==> config.mk <==
export PLATFORM = sky130hd
export DESIGN_NAME = io_trigger_rule_engine_flat
export DESIGN_NICKNAME = d
export VERILOG_FILES = /design/src/rtl/core/tre_pkg.sv /design/src/rtl/core/tre_if.sv /design/src/rtl/core/tre_table.sv /design/src/rtl/core/tre_eval.sv /design/src/rtl/core/io_trigger_rule_engine.sv /design/src/flat_wrapper.sv
export SDC_FILE = /design/constraint.sdc
export NUM_CORES = 1
export LEC_CHECK = 0
export ABC_AREA = 1
export BUFFER_PORTS_ARGS = -buffer_cell sky130_fd_sc_hd__buf_4
export CORE_ASPECT_RATIO = 0.7
export CORE_UTILIZATION = 28
export CTS_BUF_LIST = sky130_fd_sc_hd__clkbuf_16
export CTS_CLUSTER_SIZE = 20
export DETAILED_ROUTE_END_ITERATION = 16
export SLEW_MARGIN = 20
export SYNTH_ARGS = -nofsm -noshare
export SYNTH_HDL_FRONTEND = slang
export SYNTH_SLANG_ARGS = --single-unit
==> constraint.sdc <==
create_clock -name clk -period 8.15 [get_ports clk]
set_input_delay 2.0375 -clock clk [delete_from_list [all_inputs] [get_ports clk]]
set_output_delay 2.0375 -clock clk [all_outputs]
set_load 0.01 [all_outputs]
==> src/rtl/core/tre_pkg.sv <==
// ----------------------------------------------------------------------------
// tre_pkg
// Types and codes shared by the IO trigger rule engine and its sub-blocks.
// ----------------------------------------------------------------------------
package tre_pkg;

    // Item operation codes
    localparam logic [1:0] OP_SAMPLE = 2'd0;
    localparam logic [1:0] OP_TICK   = 2'd1;
    localparam logic [1:0] OP_APPEND = 2'd2;
    localparam logic [1:0] OP_CLEAR  = 2'd3;

    // Configuration register indexes
    localparam logic CFG_PORT_B_MASK = 1'b0;
    localparam logic CFG_PORT_D_MASK = 1'b1;

    localparam int CFG_DATA_W = 8;

    // Flag bit positions in the mode nibble
    localparam int FLAG_EDGE  = 0;
    localparam int FLAG_RISE  = 1;
    localparam int FLAG_CLEAR = 2;
    localparam int FLAG_SET   = 3;

    localparam logic [7:0] MASK_RESET = 8'hFF;

    // Static part of a trigger, written once at append
    typedef struct packed {
        logic [7:0] out_b;
        logic [7:0] out_d;
        logic [7:0] out_s;
        logic [7:0] in_b;
        logic [7:0] in_d;
        logic [7:0] in_s;
        logic [3:0] flags;
        logic [7:0] reload;
    } tre_entry_t;

    // Timer part of a trigger, updated by samples and ticks
    typedef struct packed {
        logic [7:0] count;
        logic       expired;
    } tre_dyn_t;

    // Output latches and status byte
    typedef struct packed {
        logic [7:0] latch_b;
        logic [7:0] latch_d;
        logic [7:0] status;
    } tre_io_t;

    // Snapshot of one sample and its changes against the previous one
    typedef struct packed {
        logic [7:0] cb;
        logic [7:0] cd;
        logic [7:0] cs;
        logic [7:0] chb;
        logic [7:0] chd;
        logic [7:0] chs;
    } tre_snap_t;

endpackage

==> src/rtl/core/tre_if.sv <==
// ----------------------------------------------------------------------------
// tre_if
// Valid/ready channels for input items and results of the trigger engine.
// ----------------------------------------------------------------------------
interface tre_in_if;
    logic       valid;
    logic       ready;
    logic [1:0] op;
    logic [7:0] pin_b;
    logic [7:0] pin_d;
    logic [7:0] status_set;
    logic [7:0] status_clear;
    logic [7:0] new_out_b;
    logic [7:0] new_out_d;
    logic [7:0] new_out_status;
    logic [7:0] new_in_b;
    logic [7:0] new_in_d;
    logic [7:0] new_in_status;
    logic [7:0] new_mode_time;

    modport source (
        output valid, op, pin_b, pin_d, status_set, status_clear,
               new_out_b, new_out_d, new_out_status,
               new_in_b, new_in_d, new_in_status, new_mode_time,
        input  ready
    );
    modport sink (
        input  valid, op, pin_b, pin_d, status_set, status_clear,
               new_out_b, new_out_d, new_out_status,
               new_in_b, new_in_d, new_in_status, new_mode_time,
        output ready
    );
endinterface

interface tre_out_if;
    logic       valid;
    logic       ready;
    logic [7:0] port_b_drive;
    logic [7:0] port_d_drive;
    logic [7:0] status_now;
    logic       accepted;

    modport source (
        output valid, port_b_drive, port_d_drive, status_now, accepted,
        input  ready
    );
    modport sink (
        input  valid, port_b_drive, port_d_drive, status_now, accepted,
        output ready
    );
endinterface

==> src/rtl/core/tre_table.sv <==
// ----------------------------------------------------------------------------
// tre_table
// Trigger table storage: static fields and timer state, one entry read per
// cycle through a registered read port.
// ----------------------------------------------------------------------------
module tre_table
    import tre_pkg::*;
#(
    parameter int MAX_TRIGGERS = 8,
    parameter int IDX_W        = 3
)
(
    input  logic             clk,
    input  logic             app_we,
    input  logic [IDX_W-1:0] app_idx,
    input  tre_entry_t       app_entry,
    input  logic             dyn_we,
    input  logic [IDX_W-1:0] dyn_idx,
    input  tre_dyn_t         dyn_wdata,
    input  logic [IDX_W-1:0] rd_idx,
    output tre_entry_t       rd_entry,
    output tre_dyn_t         rd_dyn
);

    tre_entry_t entry_mem [MAX_TRIGGERS];
    tre_dyn_t   dyn_mem   [MAX_TRIGGERS];

    always_ff @(posedge clk)
    begin
        if (app_we)
        begin
            entry_mem[app_idx] <= app_entry;
            dyn_mem[app_idx]   <= '{count: 8'd0, expired: 1'b0};
        end
        else if (dyn_we)
        begin
            dyn_mem[dyn_idx] <= dyn_wdata;
        end
    end

    always_ff @(posedge clk)
    begin
        rd_entry <= entry_mem[rd_idx];
        rd_dyn   <= dyn_mem[rd_idx];
    end

endmodule

==> src/rtl/core/tre_eval.sv <==
// ----------------------------------------------------------------------------
// tre_eval
// Shared evaluation unit: applies one trigger entry to the latches and status
// for a sample, or advances its one-shot timer for a tick.
// ----------------------------------------------------------------------------
module tre_eval
    import tre_pkg::*;
(
    input  logic       is_tick,
    input  tre_entry_t entry,
    input  tre_dyn_t   dyn_i,
    input  tre_snap_t  snap,
    input  tre_io_t    io_i,
    output tre_dyn_t   dyn_o,
    output tre_io_t    io_o
);

    function automatic tre_io_t drive(input tre_io_t cur, input tre_entry_t e, input logic on);
        tre_io_t res;
        if (on)
        begin
            res.latch_b = cur.latch_b | e.out_b;
            res.latch_d = cur.latch_d | e.out_d;
            res.status  = cur.status  | e.out_s;
        end
        else
        begin
            res.latch_b = cur.latch_b & ~e.out_b;
            res.latch_d = cur.latch_d & ~e.out_d;
            res.status  = cur.status  & ~e.out_s;
        end
        return res;
    endfunction

    logic       set_lvl;
    logic [7:0] changed;
    logic [7:0] level;
    logic       level_hi;

    always_comb
    begin
        set_lvl  = entry.flags[FLAG_SET];
        changed  = (snap.chb & entry.in_b) | (snap.chd & entry.in_d) | (snap.chs & entry.in_s);
        level    = (snap.cb & entry.in_b) | (snap.cd & entry.in_d) | (snap.cs & entry.in_s);
        level_hi = (level != 8'd0);
        io_o     = io_i;
        dyn_o    = dyn_i;
        if (is_tick)
        begin
            if (dyn_i.count != 8'd0)
            begin
                dyn_o.count = dyn_i.count - 8'd1;
                if (dyn_i.count == 8'd1)
                begin
                    dyn_o.expired = 1'b1;
                end
            end
        end
        else
        begin
            // undo an expired one-shot before the rule is applied
            if (dyn_i.expired)
            begin
                io_o          = drive(io_o, entry, !set_lvl);
                dyn_o.expired = 1'b0;
            end
            if (entry.flags[FLAG_EDGE])
            begin
                if ((changed != 8'd0) && (entry.flags[FLAG_RISE] == level_hi))
                begin
                    io_o        = drive(io_o, entry, set_lvl);
                    dyn_o.count = entry.reload;
                    if (entry.flags[FLAG_CLEAR])
                    begin
                        io_o.status = io_o.status & ~entry.in_s;
                    end
                end
            end
            else
            begin
                io_o = drive(io_o, entry, set_lvl == level_hi);
            end
        end
    end

endmodule

==> src/rtl/core/io_trigger_rule_engine.sv <==
// Sequencing: a sample or tick walks the N appended triggers in ST_RUN, one table
//   entry per cycle, then ST_FIN loads the result register; append and clear go
//   straight to ST_FIN. One transaction at a time; a stalled result holds the
//   sequencer back.
// Reset (rst_n, asynchronous, active low) empties the table, zeroes latches, status
//   and snapshots, and brings both port masks up as 0xFF.
// ----------------------------------------------------------------------------
// io_trigger_rule_engine
// Programmable table of IO triggers watching ports B and D and a status byte,
// in edge mode (one-shot with timer) or level mode.
// ----------------------------------------------------------------------------
module io_trigger_rule_engine
    import tre_pkg::*;
#(
    parameter int MAX_TRIGGERS = 8
)
(
    input  logic                  clk,
    input  logic                  rst_n,
    input  logic                  cfg_we,
    input  logic                  cfg_idx,
    input  logic [CFG_DATA_W-1:0] cfg_data,
    tre_in_if.sink                in_ch,
    tre_out_if.source             out_ch
);

    // Count holds 0..MAX_TRIGGERS; index addresses one entry
    localparam int CNT_W = $clog2(MAX_TRIGGERS + 1);
    localparam int IDX_W = (MAX_TRIGGERS > 1) ? $clog2(MAX_TRIGGERS) : 1;
    localparam logic [CNT_W-1:0] CNT_MAX = CNT_W'(MAX_TRIGGERS);

    // Sequencer codes
    localparam logic [1:0] ST_IDLE = 2'd0;
    localparam logic [1:0] ST_RUN  = 2'd1;
    localparam logic [1:0] ST_FIN  = 2'd2;

    logic [1:0]       state_reg, state_next;
    logic [CNT_W-1:0] count_reg, count_next;
    logic [CNT_W-1:0] idx_reg,   idx_next;
    logic             tick_reg,  tick_next;
    logic             ok_reg,    ok_next;
    logic [7:0]       mask_b_reg;
    logic [7:0]       mask_d_reg;
    tre_io_t          io_reg,    io_next;
    tre_snap_t        snap_reg,  snap_next;

    logic             out_valid_reg, out_valid_next;
    tre_io_t          out_io_reg;
    logic             out_ok_reg;

    logic             in_fire;
    logic             load_out;
    logic             app_we;
    tre_entry_t       app_entry;
    logic [7:0]       status_in;
    logic [7:0]       cb_in;
    logic [7:0]       cd_in;

    tre_entry_t       rd_entry;
    tre_dyn_t         rd_dyn;
    tre_dyn_t         eval_dyn;
    tre_io_t          eval_io;
    logic             run_step;

    assign in_ch.ready = (state_reg == ST_IDLE);
    assign in_fire     = in_ch.valid && in_ch.ready;
    assign run_step    = (state_reg == ST_RUN);

    // Status bits from outside logic land before the snapshot
    assign status_in = (io_reg.status | in_ch.status_set) & ~in_ch.status_clear;
    assign cb_in     = in_ch.pin_b & mask_b_reg;
    assign cd_in     = in_ch.pin_d & mask_d_reg;

    // Appended entry: port bits trimmed by the current masks, status kept whole
    always_comb
    begin
        app_entry.out_b  = in_ch.new_out_b & mask_b_reg;
        app_entry.out_d  = in_ch.new_out_d & mask_d_reg;
        app_entry.out_s  = in_ch.new_out_status;
        app_entry.in_b   = in_ch.new_in_b & mask_b_reg;
        app_entry.in_d   = in_ch.new_in_d & mask_d_reg;
        app_entry.in_s   = in_ch.new_in_status;
        app_entry.flags  = in_ch.new_mode_time[3:0];
        app_entry.reload = {in_ch.new_mode_time[7:4], 4'h0};
    end

    assign app_we = in_fire && (in_ch.op == OP_APPEND) && (count_reg < CNT_MAX);

    // Address the table with the next index, so that the registered read data
    // belongs to idx_reg while the timer write-back goes to idx_reg
    tre_table #(
        .MAX_TRIGGERS (MAX_TRIGGERS),
        .IDX_W        (IDX_W)
    ) u_table (
        .clk       (clk),
        .app_we    (app_we),
        .app_idx   (count_reg[IDX_W-1:0]),
        .app_entry (app_entry),
        .dyn_we    (run_step),
        .dyn_idx   (idx_reg[IDX_W-1:0]),
        .dyn_wdata (eval_dyn),
        .rd_idx    (idx_next[IDX_W-1:0]),
        .rd_entry  (rd_entry),
        .rd_dyn    (rd_dyn)
    );

    tre_eval u_eval (
        .is_tick (tick_reg),
        .entry   (rd_entry),
        .dyn_i   (rd_dyn),
        .snap    (snap_reg),
        .io_i    (io_reg),
        .dyn_o   (eval_dyn),
        .io_o    (eval_io)
    );

    // Result register loads once the previous result has gone
    assign load_out = (state_reg == ST_FIN) && (!out_valid_reg || out_ch.ready);

    always_comb
    begin
        state_next = state_reg;
        count_next = count_reg;
        idx_next   = idx_reg;
        tick_next  = tick_reg;
        ok_next    = ok_reg;
        io_next    = io_reg;
        snap_next  = snap_reg;
        case (state_reg)
            ST_IDLE:
            begin
                if (in_fire)
                begin
                    ok_next    = 1'b1;
                    idx_next   = '0;
                    state_next = ST_FIN;
                    case (in_ch.op)
                        OP_SAMPLE:
                        begin
                            io_next.status = status_in;
                            snap_next.cb   = cb_in;
                            snap_next.cd   = cd_in;
                            snap_next.cs   = status_in;
                            snap_next.chb  = cb_in ^ snap_reg.cb;
                            snap_next.chd  = cd_in ^ snap_reg.cd;
                            snap_next.chs  = status_in ^ snap_reg.cs;
                            tick_next      = 1'b0;
                            if (count_reg != '0)
                            begin
                                state_next = ST_RUN;
                            end
                        end
                        OP_TICK:
                        begin
                            tick_next = 1'b1;
                            if (count_reg != '0)
                            begin
                                state_next = ST_RUN;
                            end
                        end
                        OP_APPEND:
                        begin
                            if (count_reg < CNT_MAX)
                            begin
                                count_next = count_reg + CNT_W'(1);
                            end
                            else
                            begin
                                ok_next = 1'b0;
                            end
                        end
                        OP_CLEAR:
                        begin
                            count_next = '0;
                        end
                        default:
                        begin
                            state_next = ST_FIN;
                        end
                    endcase
                end
            end
            ST_RUN:
            begin
                // advance through the table, one entry per cycle
                io_next  = eval_io;
                idx_next = idx_reg + CNT_W'(1);
                if (idx_next == count_reg)
                begin
                    state_next = ST_FIN;
                end
            end
            ST_FIN:
            begin
                if (load_out)
                begin
                    state_next = ST_IDLE;
                end
            end
            default:
            begin
                state_next = ST_IDLE;
            end
        endcase
    end

    always_comb
    begin
        out_valid_next = out_valid_reg;
        if (load_out)
        begin
            out_valid_next = 1'b1;
        end
        else if (out_ch.ready)
        begin
            out_valid_next = 1'b0;
        end
    end

    always_ff @(posedge clk or negedge rst_n)
    begin
        if (!rst_n)
        begin
            state_reg     <= ST_IDLE;
            count_reg     <= '0;
            idx_reg       <= '0;
            tick_reg      <= 1'b0;
            ok_reg        <= 1'b1;
            mask_b_reg    <= MASK_RESET;
            mask_d_reg    <= MASK_RESET;
            io_reg        <= '0;
            snap_reg      <= '0;
            out_valid_reg <= 1'b0;
        end
        else
        begin
            state_reg     <= state_next;
            count_reg     <= count_next;
            idx_reg       <= idx_next;
            tick_reg      <= tick_next;
            ok_reg        <= ok_next;
            io_reg        <= io_next;
            snap_reg      <= snap_next;
            out_valid_reg <= out_valid_next;
            if (cfg_we)
            begin
                case (cfg_idx)
                    CFG_PORT_B_MASK: mask_b_reg <= cfg_data;
                    CFG_PORT_D_MASK: mask_d_reg <= cfg_data;
                    default:         mask_b_reg <= mask_b_reg;
                endcase
            end
        end
    end

    // Result payload, held while the transaction waits
    always_ff @(posedge clk)
    begin
        if (load_out)
        begin
            out_io_reg <= io_reg;
            out_ok_reg <= ok_reg;
        end
    end

    assign out_ch.valid        = out_valid_reg;
    assign out_ch.port_b_drive = out_io_reg.latch_b;
    assign out_ch.port_d_drive = out_io_reg.latch_d;
    assign out_ch.status_now   = out_io_reg.status;
    assign out_ch.accepted     = out_ok_reg;

endmodule
==> src/flat_wrapper.sv <==
// flat-port wrapper written by rule: the top's interface ports become plain ports
module io_trigger_rule_engine_flat import tre_pkg::*;
#(
    parameter int MAX_TRIGGERS = 8
)
  (clk, rst_n, cfg_we, cfg_idx, cfg_data, in_ch_valid, in_ch_op, in_ch_pin_b, in_ch_pin_d, in_ch_status_set, in_ch_status_clear, in_ch_new_out_b, in_ch_new_out_d, in_ch_new_out_status, in_ch_new_in_b, in_ch_new_in_d, in_ch_new_in_status, in_ch_new_mode_time, in_ch_ready, out_ch_valid, out_ch_port_b_drive, out_ch_port_d_drive, out_ch_status_now, out_ch_accepted, out_ch_ready);
  tre_in_if in_ch_i ();
  tre_out_if out_ch_i ();
  input  logic clk;
  input  logic rst_n;
  input  logic cfg_we;
  input  logic cfg_idx;
  input  logic [CFG_DATA_W-1:0] cfg_data;
  input wire logic [$bits(in_ch_i.valid)-1:0] in_ch_valid;
  input wire logic [$bits(in_ch_i.op)-1:0] in_ch_op;
  input wire logic [$bits(in_ch_i.pin_b)-1:0] in_ch_pin_b;
  input wire logic [$bits(in_ch_i.pin_d)-1:0] in_ch_pin_d;
  input wire logic [$bits(in_ch_i.status_set)-1:0] in_ch_status_set;
  input wire logic [$bits(in_ch_i.status_clear)-1:0] in_ch_status_clear;
  input wire logic [$bits(in_ch_i.new_out_b)-1:0] in_ch_new_out_b;
  input wire logic [$bits(in_ch_i.new_out_d)-1:0] in_ch_new_out_d;
  input wire logic [$bits(in_ch_i.new_out_status)-1:0] in_ch_new_out_status;
  input wire logic [$bits(in_ch_i.new_in_b)-1:0] in_ch_new_in_b;
  input wire logic [$bits(in_ch_i.new_in_d)-1:0] in_ch_new_in_d;
  input wire logic [$bits(in_ch_i.new_in_status)-1:0] in_ch_new_in_status;
  input wire logic [$bits(in_ch_i.new_mode_time)-1:0] in_ch_new_mode_time;
  output wire logic [$bits(in_ch_i.ready)-1:0] in_ch_ready;
  output wire logic [$bits(out_ch_i.valid)-1:0] out_ch_valid;
  output wire logic [$bits(out_ch_i.port_b_drive)-1:0] out_ch_port_b_drive;
  output wire logic [$bits(out_ch_i.port_d_drive)-1:0] out_ch_port_d_drive;
  output wire logic [$bits(out_ch_i.status_now)-1:0] out_ch_status_now;
  output wire logic [$bits(out_ch_i.accepted)-1:0] out_ch_accepted;
  input wire logic [$bits(out_ch_i.ready)-1:0] out_ch_ready;
  assign in_ch_i.valid = in_ch_valid;
  assign in_ch_i.op = in_ch_op;
  assign in_ch_i.pin_b = in_ch_pin_b;
  assign in_ch_i.pin_d = in_ch_pin_d;
  assign in_ch_i.status_set = in_ch_status_set;
  assign in_ch_i.status_clear = in_ch_status_clear;
  assign in_ch_i.new_out_b = in_ch_new_out_b;
  assign in_ch_i.new_out_d = in_ch_new_out_d;
  assign in_ch_i.new_out_status = in_ch_new_out_status;
  assign in_ch_i.new_in_b = in_ch_new_in_b;
  assign in_ch_i.new_in_d = in_ch_new_in_d;
  assign in_ch_i.new_in_status = in_ch_new_in_status;
  assign in_ch_i.new_mode_time = in_ch_new_mode_time;
  assign in_ch_ready = in_ch_i.ready;
  assign out_ch_valid = out_ch_i.valid;
  assign out_ch_port_b_drive = out_ch_i.port_b_drive;
  assign out_ch_port_d_drive = out_ch_i.port_d_drive;
  assign out_ch_status_now = out_ch_i.status_now;
  assign out_ch_accepted = out_ch_i.accepted;
  assign out_ch_i.ready = out_ch_ready;
  io_trigger_rule_engine #(.MAX_TRIGGERS(MAX_TRIGGERS)) u_core (.clk(clk), .rst_n(rst_n), .cfg_we(cfg_we), .cfg_idx(cfg_idx), .cfg_data(cfg_data), .in_ch(in_ch_i), .out_ch(out_ch_i));
endmodule
==> summary.txt, run 1 <==
Clock buffer depth = 3
1st-iter DRT viols = 2104
Core area = 103000 um2
RSZ-0062 raised after global routing = no
Reported net switching power = 4.73 mW
Remaining antenna violation count after routing = 0
Skew final = 18.8 ps
Vias per Instance = 4.74
RD Place Congestion = 0.815
Vias in the first global route = 18258
Post-route setup slack = 3640 ps
Total track usage = 0.148
Max VDD drop = 0.268 mV
Compound-cell area share of the yosys netlist = 0.119
Global-route wire length before repair = 119000 um
Synth Area in Adders = 0.00257
Root Buffer = clkbuf_16
Clk pwr share = 0.251
Regs by FF count = u_core.u_table.entry_mem x448, u_core.u_table.dyn_mem x72, u_core.u_table.rd_entry x56
Class of the worst hold path = flip-flop to flip-flop
Fin nets = 2844
Status = finished, final reports clean
FILL cells = 10160
Post-synthesis mux area share = 0.00274
Post-Synth Simple-Gate Area = 0.123
Final wirelength = 79600 um
Most common cell after layout, fill and taps aside = edfxtp_1
Starting Density = 0.284
DRC Markers = 0
Synth warnings = 0
Share of cells above drive strength 1 = 0.110
# rows = 98
Die area = 106000 um2
Internal = 7.60 mW
Sw Share = 0.384
Least-Margin Pin Slew = 1110 ps
Horiz. Die Dim = 388 um
Biggest register = u_core.u_table.entry_mem
Post-route clock period utilization = 0.553
HP Start = u_core.io_reg[15]
Tmin final = 4510 ps
Post-synthesis async set-or-reset flop share = 0.142
WL per Instance = 19.2 um
DRT Pass-1 Iters = 5
PwrDens = 367 nW/um2
Latest clock arrival within the worst-skew pair = 610 ps
Setup TNS = 0 ps
H-tree Lvls = 3
Max_slew headroom = 0.257
Max Fclk = 222 MHz
Synth cell types = 44
Critical Path RT = 8670 ps
Post_cts resized = 0
CP Class = primary input to flip-flop
Max-cap violations = 0
Largest net degree at the start of global routing = 161
Synth Area per Inst = 11.0 um2
Final Hold Fails = 0
Vias = 19650
Worst-path fanout max = 160
Pleak = 12.7 nW
DP Wirelength = 48200 um
N_diodes = 0
Setup bufs post-CTS = 0
Number of setup violations in the final report = 0
Critical Path AT = 5030 ps
Clock Sinks = 711
Setup crit start = in_ch_valid
Top_reg_cell synth = edfxtp_1
Worst R2R Start = u_core.state_reg[1]
Cell area after synthesis = 29200 um2
I/O pin count = 131
Commonest non-fill, non-tap cells in the layout = edfxtp_1 (545), nand2_1 (451), nor2_1 (373)
Sequential share of power = 0.414
Die Ht = 272 um
Clock-pin slew on the worst setup and hold paths = 60 ps
Sequential area share after synthesis = 0.693
Largest register FFs = 448
Synth Area in XOR/XNOR = 0.0102
Area delta synth->final = 15.2%
Hold-fix buffers, CTS = 0
# port buffers = 130
CTS tree = done
Crit. End Element = flip-flop
Combinational share of power = 0.335
Total gr overflow = 0
Synth Instances = 2643
Setup slack at placement = 3020 ps
Initial antenna violation count = 10
EDFF count, synth = 545
CP startpoint kind = primary input
Largest family of logic cells by synthesized area = simple AND/OR/NAND/NOR gates
Post-Syn Nets = 2753
Cell Area, Placed = 31400 um2
Seq cells post-synth = 711
CTS Buf Count = 72
Final Max Slew Viols = 0
Final std cell area, no fill = 33600 um2
==> kinds of logic (layout without fill, tap and decap cells) <==
group           count (synthesis)  after routing
flops                         711            711
fa+ha+maj                       6              6
compound gates                644            644
buf+inv                       328            477
mux                             8              8
simple gates                  912            912
xor+xnor                       34             34
==> layer usage <==
| metal | up-vias | GRT usage | part of all wire |
|---|---|---|---|
| met5 | - | 0 | 0.0011 |
| met4 | 14 | 0.0354 | 0.018 |
| met3 | 99 | 0.0475 | 0.10 |
| met2 | 725 | 0.212 | 0.41 |
| met1 | 9479 | 0.216 | 0.46 |
| li1 | 9333 | - | - |
==> per-stage QoR <==
step	utilization	hold WS, ps	power [mW]	cells
floorplan	-	447	8.04	2643
detailed placement	0.306	473	9.26	4010
finish	0.328	484	12.3	4142
global route	0.328	492	13.1	4142
CTS	0.327	486	12.4	4142
global placement	0.306	466	9.18	4010
==> worst paths after layout <==
path / cells after the start / endpoint / slack (ps)
min: 0 / u_core.out_ch.port_d_drive[7] / 480
max: 12 / u_core.u_table.rd_entry[28] / 3640
min reg2reg: 0 / u_core.out_ch.port_d_drive[7] / 480
min in group asynchronous: 1 / u_core.snap_reg[30] / 1460
max in group asynchronous: 2 / u_core.snap_reg[22] / 5520
max reg2reg: 10 / u_core.u_table.rd_entry[28] / 4330
==> cell type report <==
type                    instances  area, um2  area share
flip-flops and latches        711      20200       0.601
multi-input cells            1604       7590       0.226
well taps                    1350       1690      0.0502
inverters                     191        727      0.0216
clock buffers                  75       1880      0.0558
repair buffers                154       1190      0.0355
clock inverters                57        324     0.00964
==> power by group through the flow <==
| stage | sequential, mW | clock [mW] | combinational [mW] |
|---|---|---|---|
| 2_1_floorplan | 4.85 | 0 | 3.19 |
| 3_3_place_gp | 5.15 | 0 | 4.03 |
| 3_5_place_dp | 5.15 | 0 | 4.11 |
| 4_1_cts | 5.08 | 3.16 | 4.13 |
| 5_1_grt | 5.15 | 3.30 | 4.70 |
| 6_report | 5.11 | 3.10 | 4.13 |
==> critical path: stages <==
cell     delay, ps
buf_4           80
inv_1           60
nor3_4         290
nor2_4          90
nand2_2        150
nand2_8        340
inv_8          860
buf_12         440
o21ai_0        140
o22ai_1        200
inv_1           60
o21ai_1        100
==> cell usage after synthesis, types with 31 or more instances <==
library cell	instances	area share
o21ai_0	284	0.049
edfxtp_1	545	0.56
dfrtp_1	84	0.072
nand3_1	46	0.0079
inv_1	182	0.023
clkbuf_1	59	0.0076
a21oi_1	46	0.0079
dfxtp_1	65	0.045
o21ai_1	154	0.026
nor2_1	385	0.050
buf_2	39	0.0067
xor2_1	31	0.0093
nand2_1	451	0.058
o22ai_1	130	0.028
No activity file was read; power rests on OpenSTA's default activity.
==> inputs of run 2 (changes only) <==
==> constraint.sdc (replaced) <==
create_clock -name clk -period 3.66 [get_ports clk]
set_input_delay 0.915 -clock clk [delete_from_list [all_inputs] [get_ports clk]]
set_output_delay 0.915 -clock clk [all_outputs]
set_load 0.01 [all_outputs]
==> summary.txt, run 2 (synthesis gave the netlist of run 1 again) <==
Status = finished, final reports clean
Total gr overflow = 0
Die Ht = 272 um
Root Buffer = clkbuf_16
Largest register FFs = 448
Sw Share = 0.379
Final Max Slew Viols = 0
Initial antenna violation count = 5
Internal = 17.5 mW
DRT Pass-1 Iters = 7
N_diodes = 0
Critical Path AT = 3420 ps
Remaining antenna violation count after routing = 0
Global-route wire length before repair = 120000 um
Starting Density = 0.284
Vias in the first global route = 18292
Latest clock arrival within the worst-skew pair = 620 ps
Max_slew headroom = 0.260
RD Place Congestion = 0.820
Total track usage = 0.151
Setup bufs post-CTS = 0
Clock-pin slew on the worst setup and hold paths = 60 ps
Reported net switching power = 10.7 mW
Regs by FF count = u_core.u_table.entry_mem x448, u_core.u_table.dyn_mem x72, u_core.u_table.rd_entry x56
Final Hold Fails = 0
CP Class = flip-flop to flip-flop
Reg2Reg Depth = 10
H-tree Lvls = 3
DRC Markers = 0
Non-filler cells, final = 4196
Post-route clock period utilization = 0.849
Die area = 106000 um2
Fin nets = 2900
Pleak = 13.1 nW
Worst r2r dst = u_core.u_table.dyn_mem[7][2]
CTS tree = done
Crit. End Element = flip-flop
Max-cap violations = 0
Setup slack at placement = 553 ps
Worst R2R Start = u_core.u_table.rd_entry[21]
Clock buffer depth = 3
I/O pin count = 131
Clk pwr share = 0.255
Class of the worst hold path = primary input to asynchronous set/reset pin
Clock Sinks = 711
DP Wirelength = 54100 um
Post_cts resized = 0
Cell Area, Placed = 32200 um2
Commonest non-fill, non-tap cells in the layout = edfxtp_1 (545), nand2_1 (451), nor2_1 (378)
Skew final = 13.8 ps
Final wirelength = 81100 um
PwrDens = 819 nW/um2
Final std cell area, no fill = 34500 um2
Sequential share of power = 0.407
Placed cell count = 4068
Hold-fix buffers, CTS = 0
Max VDD drop = 0.547 mV
Area delta synth->final = 18.3%
Max Fclk = 322 MHz
Tmin final = 3110 ps
WL per Instance = 19.3 um
1st-iter DRT viols = 2251
Critical Path RT = 3970 ps
Worst-path fanout max = 10
Combinational share of power = 0.338
Largest net degree at the start of global routing = 77
# port buffers = 130
CP startpoint kind = flip-flop
Vias per Instance = 4.76
Most common cell after layout, fill and taps aside = edfxtp_1
Reg2reg setup slack = 550 ps
RSZ-0062 raised after global routing = no
Biggest register = u_core.u_table.entry_mem
Number of setup violations in the final report = 0
Post-route setup slack = 554 ps
Share of cells above drive strength 1 = 0.126
Core area = 103000 um2
# rows = 98
Least-Margin Pin Slew = 1110 ps
Setup TNS = 0 ps
CTS Buf Count = 70
Horiz. Die Dim = 388 um
Vias = 19992
## run 2: cell count changes in the layout (fill, tap and decap cells not counted), sizes merged
cell      change
bufinv        +4
clkinv       -16
inv           +5
buf          +58
clkinvlp      +3
## run 2: cell type report
type                       count  area, um2
fill                       10104      68100
sequential                   711      20200
multi-input combinational   1604       7590
timing repair buffer         212       1990
clock buffer                  75       1880
tap                         1350       1690
inverter                     191        726
clock inverter                53        425
## run 2: worst max path at each step
stage	from	cells past startpoint	to	slack, ps
6_report	u_core.u_table.rd_entry[21]	10	u_core.u_table.dyn_mem[7][2]	550
3_5_place_dp	in_ch_valid	11	u_core.u_table.rd_entry[47]	550
4_1_cts	u_core.u_table.rd_entry[21]	10	u_core.u_table.dyn_mem[0][2]	650
5_1_grt	u_core.u_table.rd_entry[18]	10	u_core.u_table.dyn_mem[7][2]	470
2_1_floorplan	in_ch_op[1]	7	u_core.u_table.entry_mem[2][0]	-780
3_3_place_gp	in_ch_valid	11	u_core.u_table.rd_entry[13]	590
## run 2: power by group through the flow
| stage | clock network, mW | registers (mW) | logic (mW) |
|---|---|---|---|
| 4_1_cts | 7.34 | 11.4 | 9.56 |
| 3_5_place_dp | 0 | 11.6 | 9.51 |
| 2_1_floorplan | 0 | 10.8 | 7.11 |
| 6_report | 7.21 | 11.5 | 9.55 |
| 5_1_grt | 7.65 | 11.6 | 10.8 |
| 3_3_place_gp | 0 | 11.6 | 9.36 |
## run 2: metrics by stage
step	hold WS [ps]	power, mW	util
finish	407	28.3	0.336
global route	462	30.0	0.336
CTS	410	28.3	0.336
detailed placement	461	21.1	0.314
global placement	466	20.9	0.314
floorplan	447	17.9	-
## run 2: routing by layer
layer	track usage	routed length, um
met5	0	0
met4	0.0336	1330
met3	0.0374	7670
met2	0.210	32900
met1	0.233	39200
## run 2: critical path: stages (launching register included)
cell     delay, ps
dfxtp_1        410
nand2_1        120
nand2_1        100
nor2_1         120
nand2_1         70
nor2_1         300
nand2_1        150
nand2_2        210
nand4_1        490
o21ai_0        580
nor2_1         250
==> inputs of run 3 (changes only) <==
==> constraint.sdc (replaced) <==
create_clock -name clk -period 3.3 [get_ports clk]
set_input_delay 0.825 -clock clk [delete_from_list [all_inputs] [get_ports clk]]
set_output_delay 0.825 -clock clk [all_outputs]
set_load 0.01 [all_outputs]
==> summary.txt, run 3 (synthesis gave the netlist of run 1 again) <==
Max-cap violations = 0
Total gr overflow = 0
Horiz. Die Dim = 388 um
Area delta synth->final = 17.5%
Share of cells above drive strength 1 = 0.122
Hold-fix buffers, CTS = 0
Die area = 106000 um2
Final Max Slew Viols = 0
CTS tree = done
Max_slew headroom = 0.363
Skew final = 15.0 ps
Final Hold Fails = 0
Post-route clock period utilization = 0.852
Vias = 19983
Latest clock arrival within the worst-skew pair = 610 ps
Post-route setup slack = 490 ps
DP Wirelength = 50900 um
1st-iter DRT viols = 2270
DRC Markers = 0
Status = finished, final reports clean
Worst-path fanout max = 10
Global-route wire length before repair = 120000 um
Clock-pin slew on the worst setup and hold paths = 60 ps
RSZ-0062 raised after global routing = no
Biggest register = u_core.u_table.entry_mem
Most common cell after layout, fill and taps aside = edfxtp_1
Total track usage = 0.150
Vias in the first global route = 18501
Die Ht = 272 um
PwrDens = 906 nW/um2
Least-Margin Pin Slew = 956 ps
Remaining antenna violation count after routing = 0
Root Buffer = clkbuf_16
Met2 GRT Util = 0.214
Tmin final = 2810 ps
CP startpoint kind = flip-flop
DRT Pass-1 Iters = 7
Regs by FF count = u_core.u_table.entry_mem x448, u_core.u_table.dyn_mem x72, u_core.u_table.rd_entry x56
Largest register FFs = 448
Layout Utilization = 0.334
Fin nets = 2895
Hold Slack = 158 ps
Clock buffer depth = 3
Setup slack at placement = 448 ps
Vias per Instance = 4.76
WL per Instance = 19.1 um
Pleak = 13.0 nW
N_diodes = 0
Starting Density = 0.284
I/O pin count = 131
Class of the worst hold path = primary input to asynchronous set/reset pin
Max VDD drop = 0.516 mV
Max Fclk = 356 MHz
Critical Path AT = 3140 ps
Core area = 103000 um2
# rows = 98
Crit. End Element = flip-flop
Met3 Track Usage GR = 0.0378
RD Place Congestion = 0.845
H-tree Lvls = 3
Largest net degree at the start of global routing = 115
CTS Buf Count = 73
Critical Path RT = 3630 ps
Met1 GRT Util = 0.225
Final wirelength = 80300 um
Commonest non-fill, non-tap cells in the layout = edfxtp_1 (545), nand2_1 (450), nor2_1 (378)
Gr busiest metal = met1
Initial antenna violation count = 17
Clock Sinks = 711
CP Class = flip-flop to flip-flop
# port buffers = 130
Number of setup violations in the final report = 0
Setup bufs post-CTS = 0
Post_cts resized = 0
==> run 3: area by class of cell <==
class / instances / area [um2]
tap: 1350 / 1690
sequential: 711 / 20200
multi-input combinational: 1604 / 7600
fill: 10127 / 68400
inverter: 191 / 727
clock inverter: 61 / 368
timing repair buffer: 204 / 1820
clock buffer: 74 / 1850
==> run 3: critical path, stage by stage (launching register included) <==
cell,delay (ps)
dfxtp_1,390
nand2_1,110
nand2_1,90
nor2_1,140
nand2_1,60
nor2_1,310
nand2_1,150
nand2_2,200
nand4_1,420
buf_4,320
nand2_1,50
nand3_1,70
o21ai_0,80
inv_1,140
==> run 3: metal layers <==
| layer | part of all wire | up-vias |
|---|---|---|
| li1 | - | 9434 |
| met1 | 0.48 | 9690 |
| met2 | 0.41 | 723 |
| met3 | 0.091 | 114 |
| met4 | 0.019 | 22 |
| met5 | 0.0015 | - |
==> run 3: through the flow <==
| stage | TNS (ps) | cell area (um2) | cells | power, mW |
|---|---|---|---|---|
| finish | 0 | 34300 | 4195 | 31.1 |
| global route | 0 | 34300 | 4195 | 33.1 |
| CTS | 0 | 34300 | 4195 | 31.2 |
| detailed placement | 0 | 32100 | 4060 | 23.4 |
| global placement | 0 | 32100 | 4060 | 23.2 |
| floorplan | -11430 | 29200 | 2643 | 19.9 |
==> run 3: path summary, 6_finish.rpt <==
check	start	end	slack (ps)	depth (start not counted)
worst max-delay path	u_core.u_table.rd_entry[21]	u_core.u_table.dyn_mem[4][5]	490	13
worst min-delay path	rst_n	u_core.snap_reg[31]	160	1
worst max register to register	u_core.u_table.rd_entry[21]	u_core.u_table.dyn_mem[4][5]	490	13
worst min register to register	u_core.snap_reg[12]	u_core.snap_reg[12]	480	2
max in group asynchronous	rst_n	u_core.mask_b_reg[4]	2350	2
min in group clk	in_ch_new_mode_time[6]	u_core.u_table.entry_mem[6][2]	440	1
==> run 3: report_power, final <==
| group | switching, mW | leakage [nW] | internal [mW] |
|---|---|---|---|
| sequential | 1.47 | 6.77 | 11.1 |
| clock | 3.45 | 1.17 | 4.26 |
| combinational | 6.96 | 5.03 | 3.79 |
| total | 11.9 | 13.0 | 19.2 |
